<file path="config.mk">
export PLATFORM = sky130hd
export DESIGN_NAME = utf_front
export DESIGN_NICKNAME = d
export VERILOG_FILES = /design/src/hw/rtl/utf_pkg.sv /design/src/hw/rtl/utf_front.sv
export SDC_FILE = /design/constraint.sdc
export NUM_CORES = 1
export LEC_CHECK = 0
export BUFFER_PORTS_ARGS = -buffer_cell sky130_fd_sc_hd__buf_2
export CAP_MARGIN = 0
export CORE_MARGIN = 2
export CORE_UTILIZATION = 35
export DETAILED_ROUTE_END_ITERATION = 12
export PLACE_DENSITY = 0.56
export REMOVE_ABC_BUFFERS = 1
export SLEW_MARGIN = 20
export SYNTH_ARGS = -nofsm -noshare
export SYNTH_HDL_FRONTEND = slang
export SYNTH_SLANG_ARGS = --single-unit
</file>
<file path="constraint.sdc">
create_clock -name clk -period 2.2 [get_ports clk]
set_input_delay 0.55 -clock clk [delete_from_list [all_inputs] [get_ports clk]]
set_output_delay 0.55 -clock clk [all_outputs]
set_load 0.05 [all_outputs]
</file>
<file path="src/hw/rtl/utf_pkg.sv">
`default_nettype none
// ----------------------------------------------------------------------------
// utf_pkg
// shared types and constants of the serial transmitter with byte queue
// ----------------------------------------------------------------------------
package utf_pkg;

	localparam int FIFO_DEPTH = 2048;
	localparam int PTR_W      = $clog2(FIFO_DEPTH);
	localparam int LVL_W      = PTR_W + 1;
	localparam int DATA_BITS  = 8;
	localparam int TICK_W     = 16;
	localparam int POS_W      = 4;
	localparam int LEVEL_W    = 11;

	localparam logic [TICK_W-1:0] BIT_TICKS_RST = TICK_W'(26);
	localparam logic [POS_W-1:0]  POS_STOP      = POS_W'(DATA_BITS + 1);

	typedef enum logic {
		OP_WRITE = 1'b0,
		OP_TICK  = 1'b1
	} op_t;

	typedef struct packed {
		logic                 cmd;
		logic [DATA_BITS-1:0] data_byte;
	} in_item_t;

	typedef struct packed {
		logic               line_level;
		logic               accepted;
		logic               dropped;
		logic [LEVEL_W-1:0] fifo_level;
		logic               busy_res;
	} out_item_t;

	typedef struct packed {
		op_t                  op;
		logic [DATA_BITS-1:0] data_byte;
	} job_t;

endpackage
`default_nettype wire

</file>
<file path="src/hw/rtl/utf_front.sv">
`default_nettype none
// ----------------------------------------------------------------------------
// utf_front
// accepts input words, classifies them and holds them in a two-entry queue
// ----------------------------------------------------------------------------
module utf_front (
	input  wire logic              clk,
	input  wire logic              arst_n,
	input  wire logic              push,
	output logic                   full,
	input  wire utf_pkg::in_item_t din,
	output logic                   job_valid,
	output utf_pkg::job_t          job,
	input  wire logic              job_take
);
	import utf_pkg::*;

	job_t       slot_q [2];
	logic       wr_q;
	logic       rd_q;
	logic [1:0] count_q;
	logic       do_push;
	logic       do_pop;

	assign full      = (count_q == 2'd2);
	assign job_valid = (count_q != 2'd0);
	assign job       = slot_q[rd_q];
	assign do_push   = push && !full;
	assign do_pop    = job_take && job_valid;

	always_ff @(posedge clk) begin
		if (do_push) begin
			slot_q[wr_q].op        <= op_t'(din.cmd);
			slot_q[wr_q].data_byte <= din.data_byte;
		end
	end

	always_ff @(posedge clk or negedge arst_n) begin
		if (!arst_n) begin
			wr_q    <= 1'b0;
			rd_q    <= 1'b0;
			count_q <= 2'd0;
		end else begin
			if (do_push) begin
				wr_q <= !wr_q;
			end
			if (do_pop) begin
				rd_q <= !rd_q;
			end
			count_q <= count_q + {1'b0, do_push} - {1'b0, do_pop};
		end
	end

	a_count_range: assert property (@(posedge clk) disable iff (!arst_n)
		count_q <= 2'd2)
		else $error("front queue count out of range");

	a_ptr_match: assert property (@(posedge clk) disable iff (!arst_n)
		(count_q == 2'd0 || count_q == 2'd2) |-> (wr_q == rd_q))
		else $error("front queue pointers disagree with count");

	a_no_underflow: assert property (@(posedge clk) disable iff (!arst_n)
		(count_q == 2'd0 && !push) |=> (count_q == 2'd0))
		else $error("front queue changed with no word pushed");

endmodule
`default_nettype wire

</file>
# == Word level (Yosys, flattened, before mapping) ==
# Memory sizes are Yosys's and may differ from the RTL's.
# Cells that the tools add are included.
# classes
add_sub_neg,2
eq_ne,1
muxes,2
n_reduce_logical,6
# ops
op,count
$logic_not A1 Y1,3
$add A2 B1 Y2,1
$eq A2 B2 Y1 const B,1
$logic_and A1 B1 Y1,2
$mux W1,2
$reduce_bool A2 Y1,1
$sub A2 B1 Y2,1
# totals
regBits,4
mem_bits_rw,18
inputBits,13
output_inout_bits,11
word_cells,15
n_memories,1
# mem_list
memory,depth,word_bits,read_ports,rd_ports_with_merged_regs,wr,line,rtl
slot_q,2,9,1,0,1,utf_front.sv:18,job_t slot_q [2];

# == Longest topological paths before layout ==
# logic_depth
ltp_word,5
mapped_depth,7

# == Least setup slack after synthesis ==
# OpenSTA, ideal clock, no wires.
# synth_timing
path_kind,register -> register
from,reg count_q[1]
to,reg count_q[1]
setup_ps,123
t_arrival_ps,1604
setup_slack_ps,473
stages_incl_launch_ff,8
path_buffers,0
synth_period_minus_slack_ps,1727
path_cell_list,dfrtp_1 > or2_4 > and2_4 > ha_1 > inv_1 > ha_1 > xnor2_1 > xnor2_1
# synth_via
elab_cells_between_ends,7
# synth_rtl
element,line,rtl
start: declaration,utf_front.sv:21,logic [1:0] count_q;
start signal: assignment,utf_front.sv:50,"count_q <= count_q + {1'b0, do_push} - {1'b0, do_pop};"
$reduce_bool A2 Y1,utf_front.sv:26,assign job_valid = (count_q != 2'd0);
net job_valid,utf_front.sv:12,"output logic job_valid,"
$logic_and A1 B1 Y1,utf_front.sv:29,assign do_pop = job_take && job_valid;
net do_pop,utf_front.sv:23,logic do_pop;
$sub A2 B1 Y2,utf_front.sv:50,
# The timed path passes the listed nets, and every way through them passes these cells.
# A chain may end at the register's enable or synchronous reset.

==> metrics <==
worst path buffer plus inverter count 1; maximum root-to-sink buffer count 2; Layout fillers approximately 210; area of the core 2250 sq um; # DRC 0; register clock-pin slew on the reported worst setup and hold paths approximately 0.11 ns; FF+latch count, synth 22; cell with the largest stage delay on the worst path sky130_fd_sc_hd__dfrtp_1; area fraction of the dominant cell type after synthesis roughly 63%; post-CTS setup buffer count 0; leakage power about 0.43 nW; layout cells sized above 1 53.4%; Slew Limit Headroom a little over two thirds; Min Clock Period, post-route between 2 and 2.5 ns; cell depth of the worst flop-to-flop path 7; final cell area excluding filler cells 1060 sq um; share of synthesized area occupied by flip-flops and latches ~75%; multiplexer share of the synthesized area 11.9%; unrepaired setup endpoints after global routing false; Clock Latency Late Sink approximately 0.3 ns; Synth cell types 14; number of I/O port buffers 23; share of synthesized cell area in full adder, half adder and majority cells under 10%; Syn Inst Count 46; total wire length after detailed routing about 1200 um; post-cts gate resize count 0; Initial Utilization between 30% and 40%; total overflow reported by the global router 0; Power per Cell Area 1590 nW/um^2; share of the synthesized area in compound gates (AO/OA/AOI/OAI) 0%; DIE AREA around 2800 sq um; Setup WS post-layout ~0.12 ns; cell-by-cell trace of the critical path mux2_2 -> buf_2; final weighted congestion of routability-driven global placement about 0.67; r2r endpoint count_q[1]; TritonCTS clock tree built; Largest stage delay, worst path between 0.6 and 0.7 ns; startpoint of the worst register-to-register path count_q[1]; setup_tns 0 ns; required time at the endpoint of the critical path 1.65 ns; number of clock buffers inserted by TritonCTS 3; synthesized-area fraction occupied by xor and xnor cells under 10%; Worst setup EP type primary output; Placement Cell Area about 1000 sq um; maximum number of pins on one net before global-route repair 14; kind of start point of the critical path flop; Max H-tree Level 1; post-place setup slack ~0.45 ns; initial antenna violation count 0; post-route total power roughly 1.7 mW; main area contributors after synthesis sky130_fd_sc_hd__edfxtp_1, sky130_fd_sc_hd__mux2_2, sky130_fd_sc_hd__dfrtp_1, sky130_fd_sc_hd__xnor2_1, sky130_fd_sc_hd__ha_1; main combinational cell family by area after synthesis multiplexers; aggregate global-route resource usage 10.6%; worst hold slack 0.0339 ns; average wire per cell in the routed design 12.2 um; antenna-violating nets left 0; mean number of vias per cell 4.57; Max FO, Critical Path 10; run status complete, no violations; data arrival time at the worst-slack endpoint around 1.5 ns; startpoint-to-endpoint class of the critical path reg2out; overall die width 53.3 um; setup skew after layout approximately 0.0063 ns; Antenna diodes 0; R2R Setup Slk 0.53 ns; DIE HEIGHT around 53 um; worst ir drop on vdd about 0.00091 V; library cell with the largest summed area after synthesis sky130_fd_sc_hd__edfxtp_1; site row count 17; first-pass GRT wire length approximately 2000 um; average instance area after synthesis between 15 and 20 sq um; count of maximum capacitance violations 0; io pins 24; Final Slew Violations 0; number of clock sinks seen by CTS 22; area growth from synthesis to layout 24.1%; dpl hpwl between 900 and 1000 um; Tightest Hold Check Type in2async; CTS Hold Bufs 0; simple logic cell fraction of the synthesized area 4.41%; Final Hold Vio Count 0; clock root buffer master sky130_fd_sc_hd__clkbuf_4; final critical-path share of the clock period about 95%; crit-path leading delay family flip-flops; number of vias in the routed layout approximately 460; final net count 89; maximum clock rate roughly 0.48 GHz; Tightest Pin Transition between 0.4 and 0.5 ns; count of routing violations after the opening detailed-route iteration 2; vias in the first global route 447; total of warnings raised by yosys 0; post-synthesis instance area approximately 850 sq um; total of endpoints with negative setup slack in the final report 0; detailed-router iteration count before antenna repair 4
==> routing by layer <==
metal / track usage [%] / vias up / routed length (um)
li1: - / 220 / -
met1: 13.1 / 228 / 545
met2: 15.8 / 12 / 617
met3: 2.54 / 2 / 55
met4: 7.69 / 0 / 13
met5: 0 / - / 0
==> per-stage QoR <==
| stage | utilization (%) | instances |
|---|---|---|
| 3_3_place_gp | 44.6 | 97 |
| 2_1_floorplan | - | 45 |
| 4_1_cts | 46.9 | 101 |
| 6_report | 46.9 | 101 |
| 3_5_place_dp | 44.6 | 97 |
| 5_1_grt | 46.9 | 101 |
==> placed cells by master, fill, tap and decap left out, types with 2 or more instances in the layout <==
cell type,count
sky130_fd_sc_hd__buf_2,23
sky130_fd_sc_hd__clkbuf_4,3
sky130_fd_sc_hd__dfrtp_1,4
sky130_fd_sc_hd__edfxtp_1,18
sky130_fd_sc_hd__ha_1,2
sky130_fd_sc_hd__inv_1,2
sky130_fd_sc_hd__mux2_2,9
sky130_fd_sc_hd__xnor2_1,3
==> worst max path at each step <==
stage / startpoint / end / slack, ns / depth (start not counted)
global placement: rd_q / job[3] / 0.43 / 2
CTS: rd_q / job[3] / 0.09 / 2
detailed placement: rd_q / job[3] / 0.45 / 2
global route: rd_q / job[2] / 0.03 / 2
finish: rd_q / job[3] / 0.12 / 2
floorplan: count_q[1] / count_q[1] / 0.47 / 7
==> Yosys cell counts (all sizes together) <==
| cell type | count |
|---|---|
| edfxtp | 18 |
| xor2 | 1 |
| mux2 | 9 |
| ha | 2 |
| dfrtp | 4 |
| inv | 2 |
| xnor2 | 3 |
| and2 | 1 |
| or2 | 1 |
| nor2 | 1 |
| nand2b | 1 |
| nand2 | 1 |
| and3 | 1 |
| buf | 1 |
==> sequential cells by signal (all words and copies together) (netlist names) <==
register	cells
slot_q	18
rd_q	1
count_q	2
wr_q	1
==> cell families (layout without fill, tap and decap cells) <==
logic type | Yosys count | count (layout)
adder cells (fa/ha/maj) | 2 | 2
XOR/XNOR | 4 | 4
multiplexers | 9 | 9
flip-flops | 22 | 22
AND/OR/NAND/NOR | 6 | 6
buffers and inverters | 3 | 30
==> worst register-to-register path: cells and delay by family (launching register included) <==
kind	cells	cell delay [ns]
buf+inv	1	0.04
simple gates	2	0.42
xor+xnor	2	0.29
flops	1	0.42
fa+ha+maj	2	0.44
==> cell type report <==
class	count	area [sq um]	area share (%)
clock buffers	3	22.5	2.13
clock inverters	1	30.0	2.84
inverters	2	7.51	0.710
multi-input cells	21	199	18.8
flip-flops and latches	22	641	60.6
well taps	28	35.0	3.31
repair buffers	24	123	11.6
==> power by group <==
group / total (mW) / switching, mW / internal (mW)
Sequential: 0.654 / 0.0738 / 0.581
Clock: 0.302 / 0.118 / 0.184
Combinational: 0.723 / 0.484 / 0.239
Total: 1.68 / 0.676 / 1.00
(Power assumes the default switching activity.)
