## src/hw/rtl/utf_pkg.sv

```systemverilog
`default_nettype none
// ----------------------------------------------------------------------------
// utf_pkg
// shared types and constants of the serial transmitter with byte queue
// ----------------------------------------------------------------------------
package utf_pkg;

	localparam int FIFO_DEPTH = 2048;
	localparam int PTR_W      = $clog2(FIFO_DEPTH);
	localparam int LVL_W      = PTR_W + 1;
	localparam int DATA_BITS  = 8;
	localparam int TICK_W     = 16;
	localparam int POS_W      = 4;
	localparam int LEVEL_W    = 11;

	localparam logic [TICK_W-1:0] BIT_TICKS_RST = TICK_W'(26);
	localparam logic [POS_W-1:0]  POS_STOP      = POS_W'(DATA_BITS + 1);

	typedef enum logic {
		OP_WRITE = 1'b0,
		OP_TICK  = 1'b1
	} op_t;

	typedef struct packed {
		logic                 cmd;
		logic [DATA_BITS-1:0] data_byte;
	} in_item_t;

	typedef struct packed {
		logic               line_level;
		logic               accepted;
		logic               dropped;
		logic [LEVEL_W-1:0] fifo_level;
		logic               busy_res;
	} out_item_t;

	typedef struct packed {
		op_t                  op;
		logic [DATA_BITS-1:0] data_byte;
	} job_t;

endpackage
`default_nettype wire

```

## src/hw/rtl/utf_resq.sv

```systemverilog
`default_nettype none
// ----------------------------------------------------------------------------
// utf_resq
// two-entry result queue facing the receiver
// ----------------------------------------------------------------------------
module utf_resq (
	input  wire logic               clk,
	input  wire logic               arst_n,
	input  wire logic               res_valid,
	input  wire utf_pkg::out_item_t res,
	output logic                    res_room,
	output logic                    empty,
	input  wire logic               pop,
	output utf_pkg::out_item_t      dout
);
	import utf_pkg::*;

	out_item_t  slot_q [2];
	logic       wr_q;
	logic       rd_q;
	logic [1:0] count_q;
	logic       do_pop;

	assign res_room = (count_q != 2'd2);
	assign empty    = (count_q == 2'd0);
	assign dout     = slot_q[rd_q];
	assign do_pop   = pop && !empty;

	always_ff @(posedge clk) begin
		if (res_valid) begin
			slot_q[wr_q] <= res;
		end
	end

	always_ff @(posedge clk or negedge arst_n) begin
		if (!arst_n) begin
			wr_q    <= 1'b0;
			rd_q    <= 1'b0;
			count_q <= 2'd0;
		end else begin
			if (res_valid) begin
				wr_q <= !wr_q;
			end
			if (do_pop) begin
				rd_q <= !rd_q;
			end
			count_q <= count_q + {1'b0, res_valid} - {1'b0, do_pop};
		end
	end

	a_no_overflow: assert property (@(posedge clk) disable iff (!arst_n)
		res_valid |-> res_room)
		else $error("result written into full queue");

	a_count_range: assert property (@(posedge clk) disable iff (!arst_n)
		count_q <= 2'd2)
		else $error("result queue count out of range");

	a_ptr_match: assert property (@(posedge clk) disable iff (!arst_n)
		(count_q == 2'd0 || count_q == 2'd2) |-> (wr_q == rd_q))
		else $error("result queue pointers disagree with count");

endmodule
`default_nettype wire

```

## config.mk

```make
export PLATFORM = sky130hd
export DESIGN_NAME = utf_resq
export DESIGN_NICKNAME = d
export VERILOG_FILES = /design/src/hw/rtl/utf_pkg.sv /design/src/hw/rtl/utf_resq.sv
export SDC_FILE = /design/constraint.sdc
export NUM_CORES = 1
export LEC_CHECK = 0
export BUFFER_PORTS_ARGS = -buffer_cell sky130_fd_sc_hd__buf_2
export CAP_MARGIN = 15
export CORE_UTILIZATION = 45
export DETAILED_ROUTE_END_ITERATION = 10
export PLACE_DENSITY_LB_ADDON = 0.25
export SYNTH_ARGS = -nofsm -noshare
export SYNTH_HDL_FRONTEND = slang
export SYNTH_SLANG_ARGS = --single-unit
```

## constraint.sdc

```tcl
create_clock -name clk -period 1.6 [get_ports clk]
set_input_delay 0.24 -clock clk [delete_from_list [all_inputs] [get_ports clk]]
set_output_delay 0.24 -clock clk [all_outputs]
set_load 0.1 [all_outputs]
```

# After elaboration in Yosys (flattened, before gate mapping)
# Memories as Yosys holds them, arrays and structs flattened.
# Index checks and enable logic that the tools add are counted.
dict set report totals {
  regBits 4
  ramBits 30
  inputBits 19
  output_inout_bits 17
  wordCells 14
  mem_count 1
}
dict set report classes {
  addsub 2
  eq_ne 1
  mux 2
  n_reduce_logical 5
}
# memory depth width rd rd_ports_with_merged_regs wr line
set mem_list {}
lappend mem_list {slot_q 2 15 1 0 1 utf_resq.sv:18} ;# out_item_t slot_q [2];
# op n
set ops {}
lappend ops {{$logic_not A1 Y1} 3}
lappend ops {{$add A2 B1 Y2} 1}
lappend ops {{$logic_not A2 Y1} 1}
lappend ops {{$mux W1} 2}
lappend ops {{$ne A2 B2 Y1 const B} 1}
lappend ops {{$sub A2 B1 Y2} 1}
lappend ops {{$logic_and A1 B1 Y1} 1}

# Longest topological paths before layout
# Gate-level depths: netlist (run 1).
dict set report depth {
  ltp_word 4
  depth_mapped 6
  ltp_nobuf 6
}

# Least setup slack after synthesis (run 1)
# OpenSTA, ideal clock, no wires.
dict set report synth_timing {
  path_kind {flip-flop to output port}
  start {register count_q[1]}
  end {output port empty}
  arrival_ns 1.669
  required_time_ns 1.360
  setup_slack_ns -0.309
  path_stages_with_launch 2
  n_path_buf 0
  path_cell_list {dfrtp_1 > nor2_1}
}
dict set report synth_between {
  elab_chain_cells 1
}
# element line
set synth_rtl {}
lappend synth_rtl {{start, declared} utf_resq.sv:21} ;# logic [1:0] count_q;
lappend synth_rtl {{start signal, assigned} utf_resq.sv:47} ;# count_q <= count_q + {1'b0, res_valid} - {1'b0, do_pop};
lappend synth_rtl {{$logic_not A2 Y1} utf_resq.sv:25} ;# assign empty = (count_q == 2'd0);
lappend synth_rtl {{end, declared} utf_resq.sv:12} ;# output logic empty,
# Every way passes these cells.

==> summary.txt, run 1 <==
Timing
  – Setup-failing EPs final: 15
  – Final hold violations: 0
  – Worst setup margin: -0.08566 ns
  – Slew margin rel.: 79.82%
  – Max Transition Viols Final: 0
  – Clk_skew: 0.006969 ns
  – Fmax: 0.5932 GHz
  – Slew @ Worst Pin: 0.3045 ns
  – RSZ-0062 raised after global routing: yes
  – Tmin final: 1.686 ns
  – Tcrit/Tclk final: 105.4%

Placement
  – Routability Congestion: 0.6192
  – Dpl ws: 0.04792 ns
  – Placed cell areas: 1790 µm²
  – DPL Wire Length: 1478 µm
  – PortBufs: 35

Synthesis
  – Post-synthesis sequential area ratio: 75.26%
  – Largest area contributor in the netlist: edfxtp_1
  – Synth cell types: 15
  – Syn Area/Cell: 20.78 µm²
  – Top cell type's share of synthesized area: 67.73%
  – Ys Warns: 0
  – Synth area leaders: edfxtp_1 68%, mux2_4 10%, dfrtp_1 7.5%, mux2_2 5.1%, ha_1 1.9%
  – Syn_nets: 85
  – Post-Synthesis Cells: 64
  – Post-Syn Area: 1330 µm²
  – Synth Register Bits: 34

Layout
  – Cell area after layout: 1929 µm²
  – Share of layout cells above drive strength 1: 59.65%
  – Area grow syn2layout: 45.06%
  – Final #Nets: 134
  – Commonest non-fill, non-tap cell in the layout: edfxtp_1
  – Ant diodes: 0
  – Fillcell total: 192
  – Most frequent cells in the layout: 30 x edfxtp_1, 18 x buf_2, 16 x buf_12

Floorplan
  – Die X: 56.37 µm
  – Die Ht: 56.37 µm
  – Boundary pin count: 36
  – Placeable Area: 2781 µm²
  – # rows: 19
  – Starting Density: 47.82%
  – Total Die Area: 3177 µm²

Route
  – DR pass1 iterations: 3
  – Iteration-0 DRC Markers: 17
  – Post-route DRC violation count: 0
  – Antenna Nets Post-Route: 0
  – Vias per Instance: 4.834
  – Routed vias: 701
  – Final WL: 2188 µm
  – Routed wire per std cell: 15.09 µm

Clock network
  – Root buffer cell: clkbuf_4
  – CTS clock-pin slew for the worst setup and hold paths: 0.09 ns
  – CTS tree: built
  – Clk Latency, worst-skew pair: 0.33 ns
  – CTS H-tree depth: 2
  – Clk sinks: 34
  – Max Root-Sink Buffers: 2
  – CTS Buf Count: 5

Global routing
  – Largest net degree at the start of global routing: 11
  – Initial antenna violation count: 0
  – Wire length of the first global-routing pass: 3408 µm
  – GRT Residual Overflow: 0
  – All-Layer GR Usage: 15.34%
  – Vias in the first global route: 729

Critical path
  – CP max FO: 7
  – R2r setup slk: 0.09 ns
  – Setup CP Type: reg -> out
  – CP required: 1.36 ns
  – WP data arrival: 1.45 ns
  – Endpoint class of the critical path: output pin
  – CP startpoint kind: flop

Min path
  – HP Class: in -> reg

Status
  – Outcome: finished with violations
  – Failing checks: setup timing

Run
  – Max_cap viols: 0
-- metal layers --
metal	up-vias	GRT usage (%)	part of all wire (%)
met5	-	0	0
met4	0	11.50	3.2
met3	8	3.917	4.5
met2	24	25.34	53
met1	331	16.98	39
li1	338	-	-
-- through the flow --
step           hold slack (ns)  util (%)  TNS [ns]  instances
2_1_floorplan         -0.05559         -         0         64
3_3_place_gp           0.04611     64.37         0        133
3_5_place_dp           0.05124     64.37         0        133
4_1_cts                0.07904     68.60    -1.570        144
5_1_grt                0.07375     69.37    -1.798        145
6_report               0.09248     69.37    -1.117        145
-- cells by family (layout without fill, tap and decap cells) --
logic type / after synthesis / after routing / synth area share [%]
AO/OA/AOI/OAI: 1 / 1 / 0.5647
buffers and inverters: 4 / 54 / 2.916
adder cells (fa/ha/maj): 2 / 2 / 1.881
AND/OR/NAND/NOR: 4 / 4 / 1.505
flip-flops: 34 / 34 / 75.26
XOR/XNOR: 4 / 4 / 2.635
multiplexers: 15 / 15 / 15.24
-- synth_stat cells --
cell      instances
xor2_1            2
dfrtp_1           4
mux2_2            6
xnor2_1           2
buf_6             1
edfxtp_1         30
nor2_1            1
inv_1             2
buf_12            1
nand2_1           1
o21a_1            1
mux2_4            9
nor2b_1           1
ha_1              2
and2_1            1
-- flip-flops by register name, indices dropped and copies added, names as in the netlist --
register	count
wr_q	1
rd_q	1
count_q	2
slot_q	30
-- area by class of cell --
type,count,area (µm²),area share [%]
sequential,34,1003,52.01
timing repair buffer,44,505.5,26.20
multi-input combinational,26,325.3,16.86
clock buffer,8,48.80,2.529
tap,31,38.79,2.010
inverter,2,7.507,0.3891
-- path summary, 6_finish.rpt --
path                            startpoint           end  depth (start not counted)
worst max-delay path                  rd_q       dout[6]                          3
worst min-delay path                res[6]  slot_q[1][6]                          1
worst max register to register  count_q[1]    count_q[1]                          6
worst min register to register        wr_q          wr_q                          1
max in group asynchronous           arst_n    count_q[1]                          2
min in group asynchronous           arst_n    count_q[0]                          2
-- worst max-delay path: stages (launching register included) --
cell       delay [ns]
dfrtp_2          0.46
clkbuf_16        0.18
mux2_4           0.31
buf_12           0.17
-- what timing repair did --
| item | CTS | global route |
|---|---|---|
| gates resized for setup | 8 | 6 |
| gates cloned | 1 | 0 |
| hold buffers | 1 | 0 |
| pin swaps | 0 | 1 |
| endpoints found under the setup margin | 15 | 18 |
| buffers inserted | 1 | 1 |
| endpoints found under the hold margin | 4 | 0 |
Power of run 1 is left out: the tool's default activity adds up to more than one toggle a clock period on the data nets, which glitch-free logic cannot reach.
==> run 2: changes to the inputs <==
Settings changed: RECOVER_POWER set to 100.
==> run 2 against run 1 <==
Effect of this change:
- the flow still finishes with violations (setup timing)
- non-clock buffer count is the same
- core utilization shrank 0.63 points
- maximum frequency is essentially flat
- highest routed layer unchanged
- via count grew 0.57%
==> summary.txt, run 2 (same netlist as run 1, synthesis figures left out) <==
Timing
  – Slew @ Worst Pin: 0.4895 ns (was 0.3045 ns)
  – RSZ-0062 raised after global routing: yes (unchanged)
  – Worst setup margin: -0.08471 ns (was -0.08566 ns)
  – Tcrit/Tclk final: 105.3% (was 105.4%)
  – Final hold violations: 0 (unchanged)
  – Slew margin rel.: 67.37% (was 79.82%)
  – Setup-failing EPs final: 15 (unchanged)
  – Setup TNS: -1.106 ns (was -1.117 ns)
  – Tmin final: 1.685 ns (was 1.686 ns)
  – Fmax: 0.5936 GHz (was 0.5932 GHz)
  – Max Transition Viols Final: 0 (unchanged)
  – Clk_skew: 0.007186 ns (was 0.006969 ns)

Route
  – Post-route DRC violation count: 0 (unchanged)
  – Routed wire per std cell: 15.08 µm (was 15.09 µm)
  – Iteration-0 DRC Markers: 17 (unchanged)
  – Antenna Nets Post-Route: 0 (unchanged)
  – DR pass1 iterations: 4 (was 3)
  – Vias per Instance: 4.862 (was 4.834)
  – Routed vias: 705 (was 701)
  – Final WL: 2187 µm (was 2188 µm)

Run
  – Max_cap viols: 0 (unchanged)

Placement
  – Placed cell count: 133 (unchanged)
  – Routability Congestion: 0.6192 (unchanged)
  – DPL Wire Length: 1478 µm (unchanged)
  – PortBufs: 35 (unchanged)

Floorplan
  – # rows: 19 (unchanged)
  – Total Die Area: 3177 µm² (unchanged)
  – Boundary pin count: 36 (unchanged)
  – Die X: 56.37 µm (unchanged)
  – Placeable Area: 2781 µm² (unchanged)
  – Die Ht: 56.37 µm (unchanged)
  – Starting Density: 47.82% (unchanged)

Global routing
  – GRT Residual Overflow: 0 (unchanged)
  – Wire length of the first global-routing pass: 3408 µm (unchanged)
  – Initial antenna violation count: 0 (unchanged)
  – All-Layer GR Usage: 15.34% (unchanged)
  – Vias in the first global route: 729 (unchanged)
  – Largest net degree at the start of global routing: 11 (unchanged)
  – Global-route met3 utilization: 3.917% (unchanged)
  – Most Crowded Layer GR: met2 (unchanged)
  – Met2 Use GR: 25.34% (unchanged)
  – M1 GR Usage: 16.98% (unchanged)

Critical path
  – Endpoint class of the critical path: output pin (unchanged)
  – CP required: 1.36 ns (about the same)
  – WP data arrival: 1.44 ns (was 1.45 ns)
  – Setup CP Type: reg -> out (unchanged)
  – Critical Path Source: rd_q (unchanged)
  – R2R Path Start: count_q[1] (unchanged)
  – CP max FO: 7 (unchanged)
  – CP startpoint kind: flop (unchanged)

Layout
  – Post-route insts no fill: 145 (unchanged)
  – Share of layout cells above drive strength 1: 50.88% (was 59.65%)
  – Max reg flops: 30 (unchanged)
  – Area grow syn2layout: 43.74% (was 45.06%)
  – Final #Nets: 134 (unchanged)
  – Largest Register: slot_q (unchanged)
  – Commonest non-fill, non-tap cell in the layout: edfxtp_1 (unchanged)
  – Biggest regs: slot_q: 30 flops, count_q: 2 flops (unchanged)
  – Fillcell total: 197 (was 192)
  – Ant diodes: 0 (unchanged)
  – Most frequent cells in the layout: 30 x edfxtp_1, 16 x buf_12, 15 x mux2_4 (was 30 x edfxtp_1, 18 x buf_2, 16 x buf_12)

Clock network
  – Root buffer cell: clkbuf_4 (unchanged)
  – CTS clock-pin slew for the worst setup and hold paths: 0.09 ns (about the same)
  – Clk sinks: 34 (unchanged)
  – Clk Latency, worst-skew pair: 0.33 ns (about the same)
  – CTS H-tree depth: 2 (unchanged)
  – CTS tree: built (unchanged)
  – Max Root-Sink Buffers: 2 (unchanged)
  – CTS Buf Count: 5 (unchanged)

Min path
  – Hold Path Origin: res[6] (unchanged)
  – HP Class: in -> reg (unchanged)

Status
  – Failing checks: setup timing (unchanged)
  – Outcome: finished with violations (unchanged)
-- run 2: changes by cell type in the layout (fill, tap and decap cells not counted), sizes merged --
| cell | change |
|---|---|
| clkbuf | +10 |
| buf | -10 |
-- run 2: cell type report --
class | count | area [µm²] | share of cell area [%]
flip-flops and latches | 34 | 1003 | 52.49
clock buffers | 8 | 48.80 | 2.552
repair buffers | 44 | 488.0 | 25.52
multi-input cells | 26 | 325.3 | 17.02
well taps | 31 | 38.79 | 2.029
inverters | 2 | 7.507 | 0.3927
-- run 2: final timing paths --
kind | to | slack (ns) | cells past startpoint
hold / removal | slot_q[1][6] | 0.09 | 1
setup / recovery | dout[6] | -0.08 | 3
setup reg to reg | count_q[1] | 0.09 | 6
max in group asynchronous | rd_q | 1.11 | 2
min in group asynchronous | count_q[0] | 0.28 | 2
hold reg to reg | wr_q | 0.52 | 1
-- run 2: layer usage --
metal  wire [µm]  share of wire, %
met1         825                38
met2        1173                54
met3         118               5.4
met4          70               3.2
met5           0                 0
-- run 2: worst max-delay path, stage by stage (launching register included) --
cell	delay [ns]
dfrtp_2	0.46
clkbuf_16	0.18
mux2_4	0.31
buf_12	0.17
-- run 2: through the flow --
stage	hold WS, ns	util (%)	setup slack [ns]	area, µm²
finish	0.09171	68.74	-0.08471	1912
global route	0.07375	68.74	-0.1311	1912
CTS	0.07904	68.60	-0.1194	1908
detailed placement	0.05124	64.37	0.04792	1790
global placement	0.04611	64.37	0.1368	1790
floorplan	-0.05559	-	0.1168	1333
-- run 2: repair_timing --
action,in CTS,in global routing
setup endpoints to repair,15,18
gates resized for setup,8,6
hold buffers,1,0
gates cloned,1,0
setup buffers,1,1
hold endpoints to repair,4,0
pin swaps,0,1
Power of run 2 is left out for the same reason.
==> run 3: changes to the inputs <==
Settings changed: TNS_END_PERCENT set to 50.
==> run 3 against run 2 <==
Effect of this change:
- the flow still finishes with violations (setup timing)
- first-iteration DRC count shrank 12%
- flip-flop and latch count is the same
- global-route usage is the same
- final cell count shrank 0.69%
==> summary.txt, run 3 (same netlist as run 1, synthesis figures left out) <==
Status
  – Outcome: finished with violations (unchanged)
  – Failing checks: setup timing (unchanged)

Clock network
  – Clk Latency, worst-skew pair: 0.33 ns (about the same)
  – CTS clock-pin slew for the worst setup and hold paths: 0.09 ns (about the same)
  – CTS tree: built (unchanged)
  – Clk sinks: 34 (unchanged)
  – Root buffer cell: clkbuf_4 (unchanged)
  – CTS Buf Count: 5 (unchanged)
  – Max Root-Sink Buffers: 2 (unchanged)
  – CTS H-tree depth: 2 (unchanged)

Global routing
  – Largest net degree at the start of global routing: 11 (unchanged)
  – Wire length of the first global-routing pass: 3408 µm (unchanged)
  – Initial antenna violation count: 0 (unchanged)
  – All-Layer GR Usage: 15.34% (unchanged)
  – Vias in the first global route: 729 (unchanged)
  – GRT Residual Overflow: 0 (unchanged)

Critical path
  – Crit Reg-Reg Endpoint: count_q[1] (unchanged)
  – Setup CP Type: reg -> out (unchanged)
  – R2r setup slk: 0.07 ns (was 0.09 ns)
  – Critical Path Source: rd_q (unchanged)
  – CP required: 1.36 ns (about the same)
  – CP max FO: 7 (unchanged)
  – R2R Path Start: count_q[1] (unchanged)
  – Endpoint class of the critical path: output pin (unchanged)
  – R2R cell count: 6 (unchanged)
  – CP startpoint kind: flop (unchanged)
  – WP data arrival: 1.44 ns (about the same)

Timing
  – Slew @ Worst Pin: 0.3040 ns (was 0.4895 ns)
  – Setup-failing EPs final: 15 (unchanged)
  – Tcrit/Tclk final: 105.2% (was 105.3%)
  – Slew margin rel.: 79.85% (was 67.37%)
  – Tmin final: 1.683 ns (was 1.685 ns)
  – Hold WS: 0.09413 ns (was 0.09171 ns)
  – Worst setup margin: -0.08334 ns (was -0.08471 ns)
  – Final hold violations: 0 (unchanged)
  – Fmax: 0.5941 GHz (was 0.5936 GHz)
  – RSZ-0062 raised after global routing: yes (unchanged)
  – Clk_skew: 0.006914 ns (was 0.007186 ns)
  – Max Transition Viols Final: 0 (unchanged)

Route
  – Routed wire per std cell: 14.90 µm (was 15.08 µm)
  – Iteration-0 DRC Markers: 15 (was 17)
  – Antenna Nets Post-Route: 0 (unchanged)
  – Vias per Instance: 4.833 (was 4.862)
  – Routed vias: 696 (was 705)
  – Post-route DRC violation count: 0 (unchanged)
  – DR pass1 iterations: 4 (unchanged)
  – Final WL: 2145 µm (was 2187 µm)

Layout
  – Largest Register: slot_q (unchanged)
  – Cell area after layout: 1912 µm² (unchanged)
  – Biggest regs: slot_q: 30 flops, count_q: 2 flops (unchanged)
  – Fillcell total: 198 (was 197)
  – Commonest non-fill, non-tap cell in the layout: edfxtp_1 (unchanged)
  – Ant diodes: 0 (unchanged)
  – Multi-input gate area: 325.3 µm² (unchanged)
  – Final #Nets: 133 (was 134)
  – Max reg flops: 30 (unchanged)
  – Reg area: 1003 µm² (unchanged)
  – Share of layout cells above drive strength 1: 52.21% (was 50.88%)
  – Most frequent cells in the layout: 30 x edfxtp_1, 16 x buf_12, 15 x mux2_4 (unchanged)
  – Area grow syn2layout: 43.74% (unchanged)

Min path
  – Hold Path Stages: 1 (unchanged)
  – Hold EP: slot_q[1][6] (unchanged)
  – HP Class: in -> reg (unchanged)
  – Hold Path Origin: res[6] (unchanged)

Floorplan
  – Boundary pin count: 36 (unchanged)
  – Placeable Area: 2781 µm² (unchanged)
  – Die X: 56.37 µm (unchanged)
  – # rows: 19 (unchanged)
  – Starting Density: 47.82% (unchanged)
  – Total Die Area: 3177 µm² (unchanged)
  – Die Ht: 56.37 µm (unchanged)

Placement
  – DPL Wire Length: 1478 µm (unchanged)
  – Routability Congestion: 0.6192 (unchanged)
  – PortBufs: 35 (unchanged)
  – Placed cell areas: 1790 µm² (unchanged)

Run
  – Max_cap viols: 0 (unchanged)
==> run 3: cell types whose count changed in the layout (fill, tap and decap cells not counted), sizes merged <==
cell,change
buf,+1
clkbuf,-2
==> run 3: metal layers <==
metal  part of all wire, %  vias up  global-route usage [%]
li1                      -      336                       -
met1                    39      329                   16.98
met2                    54       23                   25.34
met3                   4.5        8                   3.917
met4                   3.3        0                   11.50
met5                     0        -                       0
==> run 3: how the worst max path moves through the flow <==
stage                               to  slack, ns  cells after the start
after CTS                      dout[4]      -0.12                      3
after detailed placement    count_q[1]       0.05                      6
after global placement      count_q[1]       0.14                      6
after floorplan           slot_q[0][0]       0.12                      1
after global routing          dout[10]      -0.13                      3
final                          dout[6]      -0.08                      3
==> run 3: final cells by class <==
type	instances	share of cell area (%)
Sequential cell	34	52.49
Multi-Input combinational cell	26	17.02
Tap cell	31	2.029
Timing Repair Buffer	43	25.52
Clock buffer	8	2.552
Inverter	2	0.3927
==> run 3: worst max-delay path, cell delays in order, from the launching register on <==
cell and delay, ns:
dfrtp_2 0.46, clkbuf_16 0.18, mux2_4 0.31, buf_12 0.17
==> run 3: timing repair <==
item	CTS	global route
resized for setup	8	6
setup endpoints to repair	15	18
pin swaps	0	1
hold endpoints to repair	4	0
hold buffers	1	0
setup buffers	1	0
gates cloned	1	0
==> run 3: through the flow <==
stage          util (%)  std cells  setup TNS, ns  worst slack, ns
6_report          68.74        144         -1.083         -0.08334
5_1_grt           68.74        144         -1.798          -0.1311
4_1_cts           68.60        144         -1.570          -0.1194
3_5_place_dp      64.37        133              0          0.04792
3_3_place_gp      64.37        133              0           0.1368
2_1_floorplan         -         64              0           0.1168
Power of run 3 is left out for the same reason.
